### config.mk
export PLATFORM = sky130hd
export DESIGN_NAME = word_token_classifier_core
export DESIGN_NICKNAME = d
export VERILOG_FILES = /design/src/rtl/wtc_pkg.sv /design/src/rtl/wtc_front.sv /design/src/rtl/wtc_queue.sv /design/src/rtl/wtc_back.sv /design/src/rtl/word_token_classifier_core.sv
export VERILOG_INCLUDE_DIRS = /design/src /design/src/rtl
export SDC_FILE = /design/constraint.sdc
export NUM_CORES = 1
export LEC_CHECK = 0
export BUFFER_PORTS_ARGS = -buffer_cell sky130_fd_sc_hd__buf_2
export CORE_MARGIN = 2
export CORE_UTILIZATION = 30
export DETAILED_ROUTE_END_ITERATION = 6
export HOLD_SLACK_MARGIN = 0.1
export PLACE_DENSITY = 0.48
export SYNTH_ARGS = -nofsm -noshare
export SYNTH_HDL_FRONTEND = slang
export SYNTH_HIERARCHICAL = 1
export SYNTH_SLANG_ARGS = --single-unit
### constraint.sdc
create_clock -name clk -period 11.8 [get_ports clk]
set_input_delay 2.36 -clock clk [delete_from_list [all_inputs] [get_ports clk]]
set_output_delay 2.36 -clock clk [all_outputs]
set_load 0.05 [all_outputs]
### src/rtl/assert_macros.svh
// Shared assertion helpers; expect clk and rst_n in scope.
`ifndef ASSERT_MACROS_SVH
`define ASSERT_MACROS_SVH

`define WTC_ASSERT_IMPLIES(lbl, ante, cons) \
    lbl: assert property (@(posedge clk) disable iff (!rst_n) (ante) |-> (cons)) \
        else $error("assertion failed");

`define WTC_ASSERT_NEXT(lbl, ante, cons) \
    lbl: assert property (@(posedge clk) disable iff (!rst_n) (ante) |=> (cons)) \
        else $error("assertion failed");

`endif

### src/rtl/wtc_pkg.sv
package wtc_pkg;

    localparam int VALUE_WIDTH_DEF = 32;

    localparam int KW_COUNT = 20;
    localparam int OP_COUNT = 6;

    localparam logic [4:0] T_COMMENT = 5'd0;
    localparam logic [4:0] T_LITERAL = 5'd1;
    localparam logic [4:0] T_OP_BASE = 5'd2;
    localparam logic [4:0] T_KW_BASE = 5'd8;
    localparam logic [4:0] T_ARG     = 5'd28;
    localparam logic [4:0] T_IDENT   = 5'd29;

    localparam logic [7:0] CH_SEMI  = ";";
    localparam logic [7:0] CH_MINUS = "-";
    localparam logic [7:0] CH_PLUS  = "+";
    localparam logic [7:0] CH_ZERO  = "0";
    localparam logic [7:0] CH_LOW_X = "x";
    localparam logic [7:0] CH_UP_X  = "X";
    localparam logic [7:0] CH_LOW_A = "a";
    localparam logic [7:0] CH_LOW_R = "r";
    localparam logic [7:0] CH_LOW_G = "g";

    localparam logic [7:0] OP_CHARS [OP_COUNT] = '{"+", "-", "*", "/", "%", "^"};

    // keyword text, padded with NUL to eight positions
    localparam logic [7:0] KW_TEXT [KW_COUNT][8] = '{
        '{"d", "e", "f", "u", "n", 8'h00, 8'h00, 8'h00},
        '{"r", "e", "t", "u", "r", "n", 8'h00, 8'h00},
        '{"a", "n", "d", 8'h00, 8'h00, 8'h00, 8'h00, 8'h00},
        '{"o", "r", 8'h00, 8'h00, 8'h00, 8'h00, 8'h00, 8'h00},
        '{"n", "o", "t", 8'h00, 8'h00, 8'h00, 8'h00, 8'h00},
        '{"x", "o", "r", 8'h00, 8'h00, 8'h00, 8'h00, 8'h00},
        '{"l", "t", 8'h00, 8'h00, 8'h00, 8'h00, 8'h00, 8'h00},
        '{"l", "e", 8'h00, 8'h00, 8'h00, 8'h00, 8'h00, 8'h00},
        '{"e", "q", 8'h00, 8'h00, 8'h00, 8'h00, 8'h00, 8'h00},
        '{"g", "e", 8'h00, 8'h00, 8'h00, 8'h00, 8'h00, 8'h00},
        '{"g", "t", 8'h00, 8'h00, 8'h00, 8'h00, 8'h00, 8'h00},
        '{"d", "r", "o", "p", 8'h00, 8'h00, 8'h00, 8'h00},
        '{"d", "u", "p", 8'h00, 8'h00, 8'h00, 8'h00, 8'h00},
        '{"s", "w", "a", "p", 8'h00, 8'h00, 8'h00, 8'h00},
        '{"m", "i", "n", 8'h00, 8'h00, 8'h00, 8'h00, 8'h00},
        '{"a", "b", "s", 8'h00, 8'h00, 8'h00, 8'h00, 8'h00},
        '{"a", "v", "g", 8'h00, 8'h00, 8'h00, 8'h00, 8'h00},
        '{"i", "f", 8'h00, 8'h00, 8'h00, 8'h00, 8'h00, 8'h00},
        '{"e", "l", "s", "e", 8'h00, 8'h00, 8'h00, 8'h00},
        '{"e", "n", "d", "i", "f", 8'h00, 8'h00, 8'h00}
    };

    localparam logic [3:0] KW_LEN [KW_COUNT] = '{
        4'd5, 4'd6, 4'd3, 4'd2, 4'd3, 4'd3, 4'd2, 4'd2, 4'd2, 4'd2,
        4'd2, 4'd4, 4'd3, 4'd4, 4'd3, 4'd3, 4'd3, 4'd2, 4'd4, 4'd5
    };

    localparam int Q_DEPTH = 2;
    localparam int Q_PTR_W = $clog2(Q_DEPTH);
    localparam int Q_CNT_W = $clog2(Q_DEPTH + 1);

    typedef struct packed {
        logic [7:0] character;
        logic       last_char;
    } wtc_char_t;

    typedef struct packed {
        logic [4:0]         token_type;
        logic signed [31:0] const_value;
        logic signed [31:0] arg_number;
    } wtc_token_t;

    typedef struct packed {
        logic full;
        logic not_empty;
    } wtc_q_stat_t;

endpackage

### src/rtl/wtc_front.sv
module wtc_front
    import wtc_pkg::*;
#(
    parameter int VALUE_WIDTH = VALUE_WIDTH_DEF
)
(
    input  logic        clk,
    input  logic        rst_n,
    input  logic        char_valid,
    output logic        char_stall,
    input  wtc_char_t   char_word,
    input  wtc_q_stat_t q_stat,
    output logic        push,
    output wtc_token_t  push_word
);

    localparam int W = VALUE_WIDTH;
    localparam logic [W-1:0] MAG_LIM = {1'b1, {(W-1){1'b0}}};

    logic [2:0]          pos_reg, pos_next;
    logic [KW_COUNT-1:0] kw_reg, kw_next;
    logic [7:0]          first_reg, first_next;
    logic [7:0]          second_reg, second_next;
    logic [W-1:0]        acc_reg, acc_next;
    logic                neg_reg, neg_next;
    logic                hex_reg, hex_next;
    logic                stop_reg, stop_next;

    logic         accept;
    logic [7:0]   c;
    logic [7:0]   fc;
    logic [7:0]   sc;
    logic         do_feed;
    logic         feed_hex;
    logic         dig_dec;
    logic         dig_hex;
    logic [3:0]   dv;
    logic [W+3:0] prod;
    logic [W+3:0] sum;
    logic [W-1:0] sval;
    logic signed [63:0] sval_ext;
    logic [3:0]   word_len;
    logic         found;
    logic [4:0]   ttype;
    logic [31:0]  lit;
    logic [31:0]  argn;

    function automatic logic is_dec(input logic [7:0] ch);
        return (ch >= "0") && (ch <= "9");
    endfunction

    assign accept     = char_valid && !q_stat.full;
    assign char_stall = q_stat.full;
    assign c          = char_word.character;

    always_comb
    begin
        fc = (pos_reg == 3'd0) ? c : first_reg;
        sc = (pos_reg == 3'd1) ? c : second_reg;

        dig_dec = is_dec(c);
        dig_hex = dig_dec || (c >= "a" && c <= "f") || (c >= "A" && c <= "F");
        if (dig_dec)
            dv = 4'(c - "0");
        else if (c >= "a" && c <= "f")
            dv = 4'(c - "a" + 8'd10);
        else
            dv = 4'(c - "A" + 8'd10);

        neg_next = neg_reg;
        hex_next = hex_reg;
        stop_next = stop_reg;
        acc_next = acc_reg;
        do_feed = 1'b0;
        feed_hex = 1'b0;

        if (is_dec(fc) || fc == CH_MINUS)
        begin
            if (pos_reg == 3'd0 && c == CH_MINUS)
                neg_next = 1'b1;
            else if (pos_reg == 3'd1 && fc == CH_ZERO && (c == CH_LOW_X || c == CH_UP_X))
                hex_next = 1'b1;
            else
            begin
                do_feed = 1'b1;
                feed_hex = hex_reg;
            end
        end
        else if (fc == CH_LOW_A)
        begin
            if (pos_reg == 3'd2)
                hex_next = (sc == CH_LOW_R) && (c == CH_LOW_G);
            else if (pos_reg == 3'd3 && hex_reg)
            begin
                if (c == CH_MINUS)
                    neg_next = 1'b1;
                else if (c != CH_PLUS)
                    do_feed = 1'b1;
            end
            else if (pos_reg >= 3'd4 && hex_reg)
                do_feed = 1'b1;
        end

        // acc * base + d, saturating at the magnitude limit
        if (feed_hex)
            prod = {acc_reg, 4'b0000};
        else
            prod = {3'b000, acc_reg, 1'b0} + {1'b0, acc_reg, 3'b000};
        sum = prod + (W + 4)'(dv);

        if (do_feed && !stop_reg)
        begin
            if (!(feed_hex ? dig_hex : dig_dec))
                stop_next = 1'b1;
            else if (sum > {4'b0000, MAG_LIM})
                acc_next = MAG_LIM;
            else
                acc_next = sum[W-1:0];
        end

        if (neg_next)
            sval = ~acc_next + W'(1);
        else if (acc_next == MAG_LIM)
            sval = MAG_LIM - W'(1);
        else
            sval = acc_next;
        sval_ext = 64'(signed'(sval));

        for (int k = 0; k < KW_COUNT; k++)
            kw_next[k] = kw_reg[k] && ({1'b0, pos_reg} < KW_LEN[k]) &&
                         (KW_TEXT[k][pos_reg] == c);

        word_len = {1'b0, pos_reg} + 4'd1;
        ttype = T_IDENT;
        lit = 32'd0;
        argn = 32'd0;
        found = 1'b0;

        if (fc == CH_SEMI)
            ttype = T_COMMENT;
        else if (is_dec(fc) || (fc == CH_MINUS && is_dec(sc)))
        begin
            ttype = T_LITERAL;
            lit = sval_ext[31:0];
        end
        else
        begin
            // lowest keyword wins; operators take priority
            for (int k = KW_COUNT - 1; k >= 0; k--)
            begin
                if (kw_next[k] && KW_LEN[k] == word_len)
                begin
                    ttype = T_KW_BASE + 5'(k);
                    found = 1'b1;
                end
            end
            for (int k = 0; k < OP_COUNT; k++)
            begin
                if (fc == OP_CHARS[k])
                begin
                    ttype = T_OP_BASE + 5'(k);
                    found = 1'b1;
                end
            end
            if (!found && fc == CH_LOW_A && hex_next)
            begin
                ttype = T_ARG;
                argn = sval_ext[31:0];
            end
        end

        if (char_word.last_char)
        begin
            pos_next = 3'd0;
            kw_next = '1;
            first_next = 8'd0;
            second_next = 8'd0;
            acc_next = '0;
            neg_next = 1'b0;
            hex_next = 1'b0;
            stop_next = 1'b0;
        end
        else
        begin
            pos_next = (pos_reg == 3'd7) ? pos_reg : pos_reg + 3'd1;
            first_next = fc;
            second_next = sc;
        end
    end

    assign push = accept && char_word.last_char;
    assign push_word.token_type = ttype;
    assign push_word.const_value = signed'(lit);
    assign push_word.arg_number = signed'(argn);

    always_ff @(posedge clk or negedge rst_n)
    begin
        if (!rst_n)
        begin
            pos_reg <= 3'd0;
            kw_reg <= '1;
            first_reg <= 8'd0;
            second_reg <= 8'd0;
            acc_reg <= '0;
            neg_reg <= 1'b0;
            hex_reg <= 1'b0;
            stop_reg <= 1'b0;
        end
        else if (accept)
        begin
            pos_reg <= pos_next;
            kw_reg <= kw_next;
            first_reg <= first_next;
            second_reg <= second_next;
            acc_reg <= acc_next;
            neg_reg <= neg_next;
            hex_reg <= hex_next;
            stop_reg <= stop_next;
        end
    end

endmodule

### src/rtl/wtc_queue.sv
module wtc_queue
    import wtc_pkg::*;
(
    input  logic        clk,
    input  logic        rst_n,
    input  logic        push,
    input  wtc_token_t  push_word,
    input  logic        pop,
    output wtc_token_t  head_word,
    output wtc_q_stat_t q_stat
);

    wtc_token_t         mem_reg [Q_DEPTH];
    logic [Q_PTR_W-1:0] wr_reg, wr_next;
    logic [Q_PTR_W-1:0] rd_reg, rd_next;
    logic [Q_CNT_W-1:0] cnt_reg, cnt_next;

    assign head_word = mem_reg[rd_reg];
    assign q_stat.full = (cnt_reg == Q_CNT_W'(Q_DEPTH));
    assign q_stat.not_empty = (cnt_reg != '0);

    always_comb
    begin
        wr_next = wr_reg;
        rd_next = rd_reg;
        if (push)
            wr_next = (wr_reg == Q_PTR_W'(Q_DEPTH - 1)) ? '0 : wr_reg + Q_PTR_W'(1);
        if (pop)
            rd_next = (rd_reg == Q_PTR_W'(Q_DEPTH - 1)) ? '0 : rd_reg + Q_PTR_W'(1);
        case ({push, pop})
            2'b10:   cnt_next = cnt_reg + Q_CNT_W'(1);
            2'b01:   cnt_next = cnt_reg - Q_CNT_W'(1);
            default: cnt_next = cnt_reg;
        endcase
    end

    always_ff @(posedge clk or negedge rst_n)
    begin
        if (!rst_n)
        begin
            wr_reg <= '0;
            rd_reg <= '0;
            cnt_reg <= '0;
        end
        else
        begin
            wr_reg <= wr_next;
            rd_reg <= rd_next;
            cnt_reg <= cnt_next;
        end
    end

    always_ff @(posedge clk)
    begin
        if (push)
            mem_reg[wr_reg] <= push_word;
    end

endmodule

### src/rtl/wtc_back.sv
module wtc_back
    import wtc_pkg::*;
(
    input  logic        clk,
    input  logic        rst_n,
    input  wtc_q_stat_t q_stat,
    input  wtc_token_t  head_word,
    output logic        pop,
    output logic        token_valid,
    input  logic        token_stall,
    output wtc_token_t  token_word
);

    logic       valid_reg, valid_next;
    wtc_token_t word_reg;
    logic       load;

    assign load = !valid_reg || !token_stall;
    assign pop = load && q_stat.not_empty;
    assign valid_next = load ? q_stat.not_empty : valid_reg;
    assign token_valid = valid_reg;
    assign token_word = word_reg;

    always_ff @(posedge clk or negedge rst_n)
    begin
        if (!rst_n)
            valid_reg <= 1'b0;
        else
            valid_reg <= valid_next;
    end

    always_ff @(posedge clk)
    begin
        if (pop)
            word_reg <= head_word;
    end

endmodule

### src/rtl/word_token_classifier_core.sv
// Takes one character word per cycle while char_stall is low, lexing it in
// place; a word's token is pushed into the two-entry queue when its final
// character is taken and then loaded into the output register, so a new
// character (and a new word) can enter every cycle the queue is not full.
// Each character gets the lexer update: keyword masks plus multiply-by-base
// accumulate, saturating. char_stall rises only while the queue is full.
`include "assert_macros.svh"

module word_token_classifier_core
    import wtc_pkg::*;
#(
    parameter int VALUE_WIDTH = VALUE_WIDTH_DEF
)
(
    input  logic       clk,
    input  logic       rst_n,
    input  logic       char_valid,
    output logic       char_stall,
    input  wtc_char_t  char_word,
    output logic       token_valid,
    input  logic       token_stall,
    output wtc_token_t token_word
);

    wtc_q_stat_t q_stat;
    logic        push;
    logic        pop;
    wtc_token_t  push_word;
    wtc_token_t  head_word;

    wtc_front #(
        .VALUE_WIDTH(VALUE_WIDTH)
    ) u_front (
        .clk        (clk),
        .rst_n      (rst_n),
        .char_valid (char_valid),
        .char_stall (char_stall),
        .char_word  (char_word),
        .q_stat     (q_stat),
        .push       (push),
        .push_word  (push_word)
    );

    wtc_queue u_queue (
        .clk       (clk),
        .rst_n     (rst_n),
        .push      (push),
        .push_word (push_word),
        .pop       (pop),
        .head_word (head_word),
        .q_stat    (q_stat)
    );

    wtc_back u_back (
        .clk         (clk),
        .rst_n       (rst_n),
        .q_stat      (q_stat),
        .head_word   (head_word),
        .pop         (pop),
        .token_valid (token_valid),
        .token_stall (token_stall),
        .token_word  (token_word)
    );

    `WTC_ASSERT_IMPLIES(a_lit_zero, token_valid && token_word.token_type != T_LITERAL, token_word.const_value == 32'sd0)
    `WTC_ASSERT_IMPLIES(a_arg_zero, token_valid && token_word.token_type != T_ARG, token_word.arg_number == 32'sd0)
    `WTC_ASSERT_IMPLIES(a_type_range, token_valid, token_word.token_type <= T_IDENT)
    `WTC_ASSERT_NEXT(a_push_seen, push && !q_stat.not_empty && !token_valid, q_stat.not_empty)

endmodule

---- Yosys cells after proc, flatten, opt, wreduce, memory -nomap -nowiden ----
Memories as Yosys holds them, arrays and structs flattened. A register that Yosys moved wholly into a read port is not among the register bits.
Cells that the tools add are included.
operators by class
  add/subtract/negate cells ............... 14
  magnitude comparators ................... 18
  equal/unequal tests ..................... 50
  multiplexer cells ....................... 152
  bitwise gates (word level) .............. 2
  reductions and logical operators ........ 95
operators with widths
  kind                                                             number
  two-way mux 32 bit                                               11
  two-way mux 8 bit                                                44
  == test 8 bit                                                    20
  two-way mux 5 bit                                                17
  logical AND 1 bit                                                78
  == test 8 x 6 -> 1 bit, second input constant                    8
  two-way mux 1 bit                                                61
  == test 8 x 7 -> 1 bit, second input constant                    6
  two-way mux 4 bit                                                10
  adder 33 x 35 -> 36 bit                                          1
  adder 36 x 4 -> 36 bit                                           1
  greater-than comparator 36 x 32 -> 1 bit, second input constant  1
  two-way mux 36 bit                                               1
  adder 32 x 1 -> 32 bit, second input constant                    1
  == test 32 bit, second input constant                            1
  inverter 32 bit                                                  1
  >= comparator 8 x 6 -> 1 bit, second input constant              3
  less-or-equal comparator 8 x 6 -> 1 bit, second input constant   3
  two-way mux 20 bit                                               1
  two-way mux 3 bit                                                6
  >= comparator 8 x 7 -> 1 bit, second input constant              2
  less-or-equal comparator 8 x 7 -> 1 bit, second input constant   2
  == test 3 x 4 -> 1 bit, first input constant                     3
  subtractor 4 x 1 -> 4 bit, second input constant                 3
  other kinds (26)                                                 46
storage, ports and cells
  flip-flop bits (word level) ............. 79
  RAM bits ................................ 138
  bits in read-only memories .............. 1280
  input port bits ......................... 13
  output and inout port bits .............. 71
  word-level logic and storage cells ...... 364
  memories kept ........................... 21
memories
  name             depth  width  rd ports  clocked after Yosys merged registers in  wr ports  line              source
  u_queue.mem_reg  2      69     1         1                                        1         wtc_queue.sv:13   wtc_token_t mem_reg [Q_DEPTH];
  (no name shown)  8      8      1         0                                        0         wtc_front.sv:131  (KW_TEXT[k][pos_reg] == c);
  (no name shown)  8      8      1         0                                        0         wtc_front.sv:131
  (no name shown)  8      8      1         0                                        0         wtc_front.sv:131
  (no name shown)  8      8      1         0                                        0         wtc_front.sv:131
  (no name shown)  8      8      1         0                                        0         wtc_front.sv:131
  +15 memories     --     --     --        --                                       --        --

---- Longest topological paths before layout ----
  word-level depth ........................ 41
  mapped depth ............................ 39
  gate-level depth less buffers ........... 29

---- Modules after synthesis ----
Netlist, hierarchy kept.
modules (own cells, without submodules)
  module     times used  cells an instance  area each (um2)  seq. area each (um2)
  wtc_front  1           1658               11856.4          1876.8
  wtc_queue  1           231                5517.8           4244.1
  wtc_back   1           72                 2115.8           2097.0

---- Worst setup path after synthesis ----
No wires, ideal clock.
  path kind ............................... input port to flip-flop
  start point ............................. input port char_word[8] (netlist bit)
  end point ............................... memory u_queue/mem_reg[0][22] (netlist bit), data pin
  setup time .............................. 0.184 ns
  arrival ................................. 9.507 ns
  data required time ...................... 11.616 ns
  setup slack ............................. 2.109 ns
  stages .................................. 35
  buffers on the path ..................... 9
  cells stage by stage .................... clkbuf_1 > nor2_1 > mux2i_2 > or4_4 > o211a_1 > buf_6 > nand2_8 > buf_8 > buf_4 > buf_4 > buf_2 > clkbuf_1 > and2_1 > ha_1 > a21oi_1 > and2_1 > clkbuf_1 > nor4b_1 > o211ai_1 > mux2_2 > a21oi_1 > nand4_1 > or4_1 > o32ai_2 > and2_0 > buf_2 > nand3_1 > and2_1 > ha_1 > o21ai_0 > o21bai_1 > a21oi_1 > o211a_1 > xnor2_1 > a211oi_1
RTL lines
  what             line                              source
  start, declared  word_token_classifier_core.sv:19  input wtc_char_t char_word,
  end, declared    wtc_queue.sv:13

==> impl_results.md <==
- Placed Cells: 2799
- WP data arrival: 10.89 ns
- Max-slew headroom: 32.9%
- Syn-to-layout area delta: 10.8%
- Crit end category: flop
- DIE HEIGHT: 259 µm
- DRT Pass-1 Iters: 7
- Die X: 259 µm
- Diodes inserted: 0
- Final Skew: 0.0150 ns
- Setup tns final: 0 ns
- Final global-route overflow total: 0
- RSZ-0062 raised after global routing: no
- Area of the mapped netlist: 19500 µm²
- Seq cells post-synth: 286
- Die area: 67000 µm²
- Final worst path period share: 89.2%
- Final Hold Viols: 0
- Crit start category: flop
- Clock buffer depth: 3
- Hold path cells: 2
- Main synth FF type: edfxtp_1
- Fmax: 0.0950 GHz
- Share of the yosys chip area belonging to registers: 42.2%
- Gate Count Post-Synth: 1961
- Setup Buffers After CTS: 0
- Fraction of layout cells with a size suffix above 1: 15.6%
- EDFF count, synth: 207
- Cells on worst reg2reg path: 29
- Root buf cell: clkbuf_16
- Nets@finish: 2040
- Placer Congestion: 0.889
- Core ar.: 64300 µm²
- Clock latency on the worst-skew pair: 0.57 ns
- Hold path start: u_front/kw_reg[18]$_DFFE_PN1P_
- I/O Buffers: 83
- Slew Limit Fails: 0
- Largest net degree at the start of global routing: 70
- Largest register FFs: 138
- Leak: 7.95 nW
- Synth warn: 6
- H-tree depth: 1
- Multi-input logic area: 10500 µm²
- Status: finished clean
- Largest fanout on the critical path: 48
- WL final: 62.5 mm
- Post-DP HPWL: 45.9 mm
- Initial antenna violation count: 0
- Setup violators final: 0
- Worst-Margin Slew: 1.00 ns
- CP max stage cell: nor4b_1
- CTS resizes: 0
- Top-Level Pins: 84
- Crit path time final: 10.52 ns
- DR vias/cell: 5.55
- Post-route ant nets: 0
- Asr flop ratio synth: 27.6%
- Hold_buf cts: 0
- FILL cells: 6579
- Initial core utilization: 30.3%
- Final instance count without filler cells: 2853
- Syn_area_per_cell: 9.94 µm²
- Vias in the first global route: 15300
- FP Rows: 93
- Pwr Density: 187 nW/µm²
- Maxcap violations: 0
- Clk pin slew, worst setup/hold paths: 0.07 ns
- CTS buffer count: 29
- Utilization after layout: 33.6%
- Overall Global Routing Usage: 18.3%
- CP max stage delay: 0.73 ns
- Number of remaining DRC errors: 0
- First-pass GRT wire length: 96.5 mm
- FF-to-FF End: u_queue/mem_reg[0][22]$_DFFE_PP_
- Worst reg-to-reg setup slack: 1.28 ns
- Reg area: 8220 µm²
- Req. time, crit path: 12.16 ns
- Drt wl/cell: 21.9 µm
- CP Class: reg2reg
- VDD IR max: 0.104 mV
- Syn nets: 2026
- Netlist cell types: 117
- TritonCTS clock tree: built
- Via count: 15800
- WHS Endpoint: u_front/kw_reg[18]$_DFFE_PN1P_
- CTS sink count: 286
- Worst hold path class: reg2reg
- DRT iter0 DRCs: 1580
- FF-to-FF Start: u_front/pos_reg[0]$_DFFE_PN0P_
==> cell families after synthesis <==
kind of cell / Yosys count / share of synthesized area (%)
compound gates: 552 / 19.7
flops: 286 / 42.2
xor+xnor: 113 / 5.08
fa+ha+maj: 52 / 3.42
buf+inv: 165 / 4.33
simple gates: 696 / 18.4
mux: 97 / 6.86
==> power by group <==
part           switching (mW)  internal [mW]
registers               0.110           1.38
logic                    1.02          0.467
clock network           0.404          0.650
total                    1.53           2.50
==> worst max-delay path: cells and delay by family, from the launching register on <==
kind                     cells  cell delay (ns)
AO/OA/AOI/OAI               10             3.26
multiplexers                 2             1.00
buffers and inverters        2             0.44
adder cells (fa/ha/maj)      3             1.17
flip-flops                   1             0.36
XOR/XNOR                     1             0.14
AND/OR/NAND/NOR             11             3.90
==> cells in the final DEF, fill, tap and decap left out, drive strengths merged, types with 11 or more instances in the layout <==
cell type	count
inv	45
nor4	26
and2	32
dfrtp	59
nor2	173
a21o	20
a21oi	117
nand2b	15
or2	13
a211oi	35
o2111ai	12
clkbuf	31
nand3	63
edfxtp	207
dfstp	20
a21boi	11
o31ai	17
xor2	35
o211ai	23
nand2	160
buf	107
ha	50
and4	11
o21ai	130
xnor2	78
and3	26
a22oi	14
nor3	59
mux2i	17
a22o	26
mux2	80
nor2b	26
a31oi	33
nand4	33
or3	12
o22ai	16
==> cell type report <==
type | count | share of cell area, %
flip-flops and latches | 286 | 38.1
clock buffers | 31 | 3.40
repair buffers | 107 | 2.77
inverters | 41 | 0.713
clock inverters | 23 | 1.66
multi-input cells | 1510 | 48.4
well taps | 855 | 4.95
==> routing by layer <==
| metal | share of wire (%) | track usage (%) |
|---|---|---|
| met3 | 5.1 | 2.02 |
| met5 | 0 | 0 |
| met1 | 49 | 27.4 |
| met2 | 44 | 28.1 |
| met4 | 1.8 | 4.06 |
==> synthesized netlist by cell type (all sizes together) (12+ instances only) <==
cell type | number | area share, %
a211oi | 35 | 1.3
nor3 | 59 | 1.6
o21ai | 130 | 3.4
inv | 41 | 0.79
o31ai | 17 | 0.73
o211ai | 23 | 0.91
ha | 50 | 3.2
nand2 | 160 | 3.2
nand2b | 15 | 0.48
or2 | 13 | 0.42
a21oi | 117 | 3.0
nor4 | 26 | 0.91
nand3 | 63 | 1.6
clkbuf | 87 | 1.7
xor2 | 35 | 1.6
and3 | 26 | 0.84
a22o | 26 | 1.2
nor2b | 26 | 0.83
nand4 | 33 | 1.1
a22oi | 14 | 0.54
dfrtp | 59 | 7.6
mux2 | 80 | 6.0
o2111ai | 12 | 0.57
a31oi | 33 | 1.1
buf | 37 | 1.9
dfstp | 20 | 2.7
a21o | 20 | 0.77
o22ai | 16 | 0.58
or3 | 12 | 0.39
xnor2 | 78 | 3.5
and2 | 32 | 1.0
mux2i | 17 | 0.89
edfxtp | 207 | 32
nor2 | 173 | 3.4
==> per-stage QoR <==
step	power, mW	worst slack [ns]	hold slack [ns]	cell area (µm²)
floorplan	2.67	2.11	0.435	19500
global placement	3.01	1.04	0.453	20500
CTS	4.07	1.33	0.474	21600
global route	4.22	0.477	0.491	21600
finish	4.03	1.28	0.474	21600
detailed placement	3.00	0.821	0.464	20500
==> how the worst max path moves through the flow <==
stage	to	cells past startpoint	start
floorplan	u_queue/mem_reg[0][22]$_DFFE_PP_	35	char_word[8]
global placement	u_queue/mem_reg[0][22]$_DFFE_PP_	27	char_word[1]
CTS	u_queue/mem_reg[0][22]$_DFFE_PP_	29	u_front/pos_reg[0]$_DFFE_PN0P_
global route	u_queue/mem_reg[1][22]$_DFFE_PP_	29	u_front/pos_reg[0]$_DFFE_PN0P_
finish	u_queue/mem_reg[0][22]$_DFFE_PP_	29	u_front/pos_reg[0]$_DFFE_PN0P_
detailed placement	u_queue/mem_reg[1][22]$_DFFE_PP_	27	char_word[1]
(Power assumes the default switching activity.)
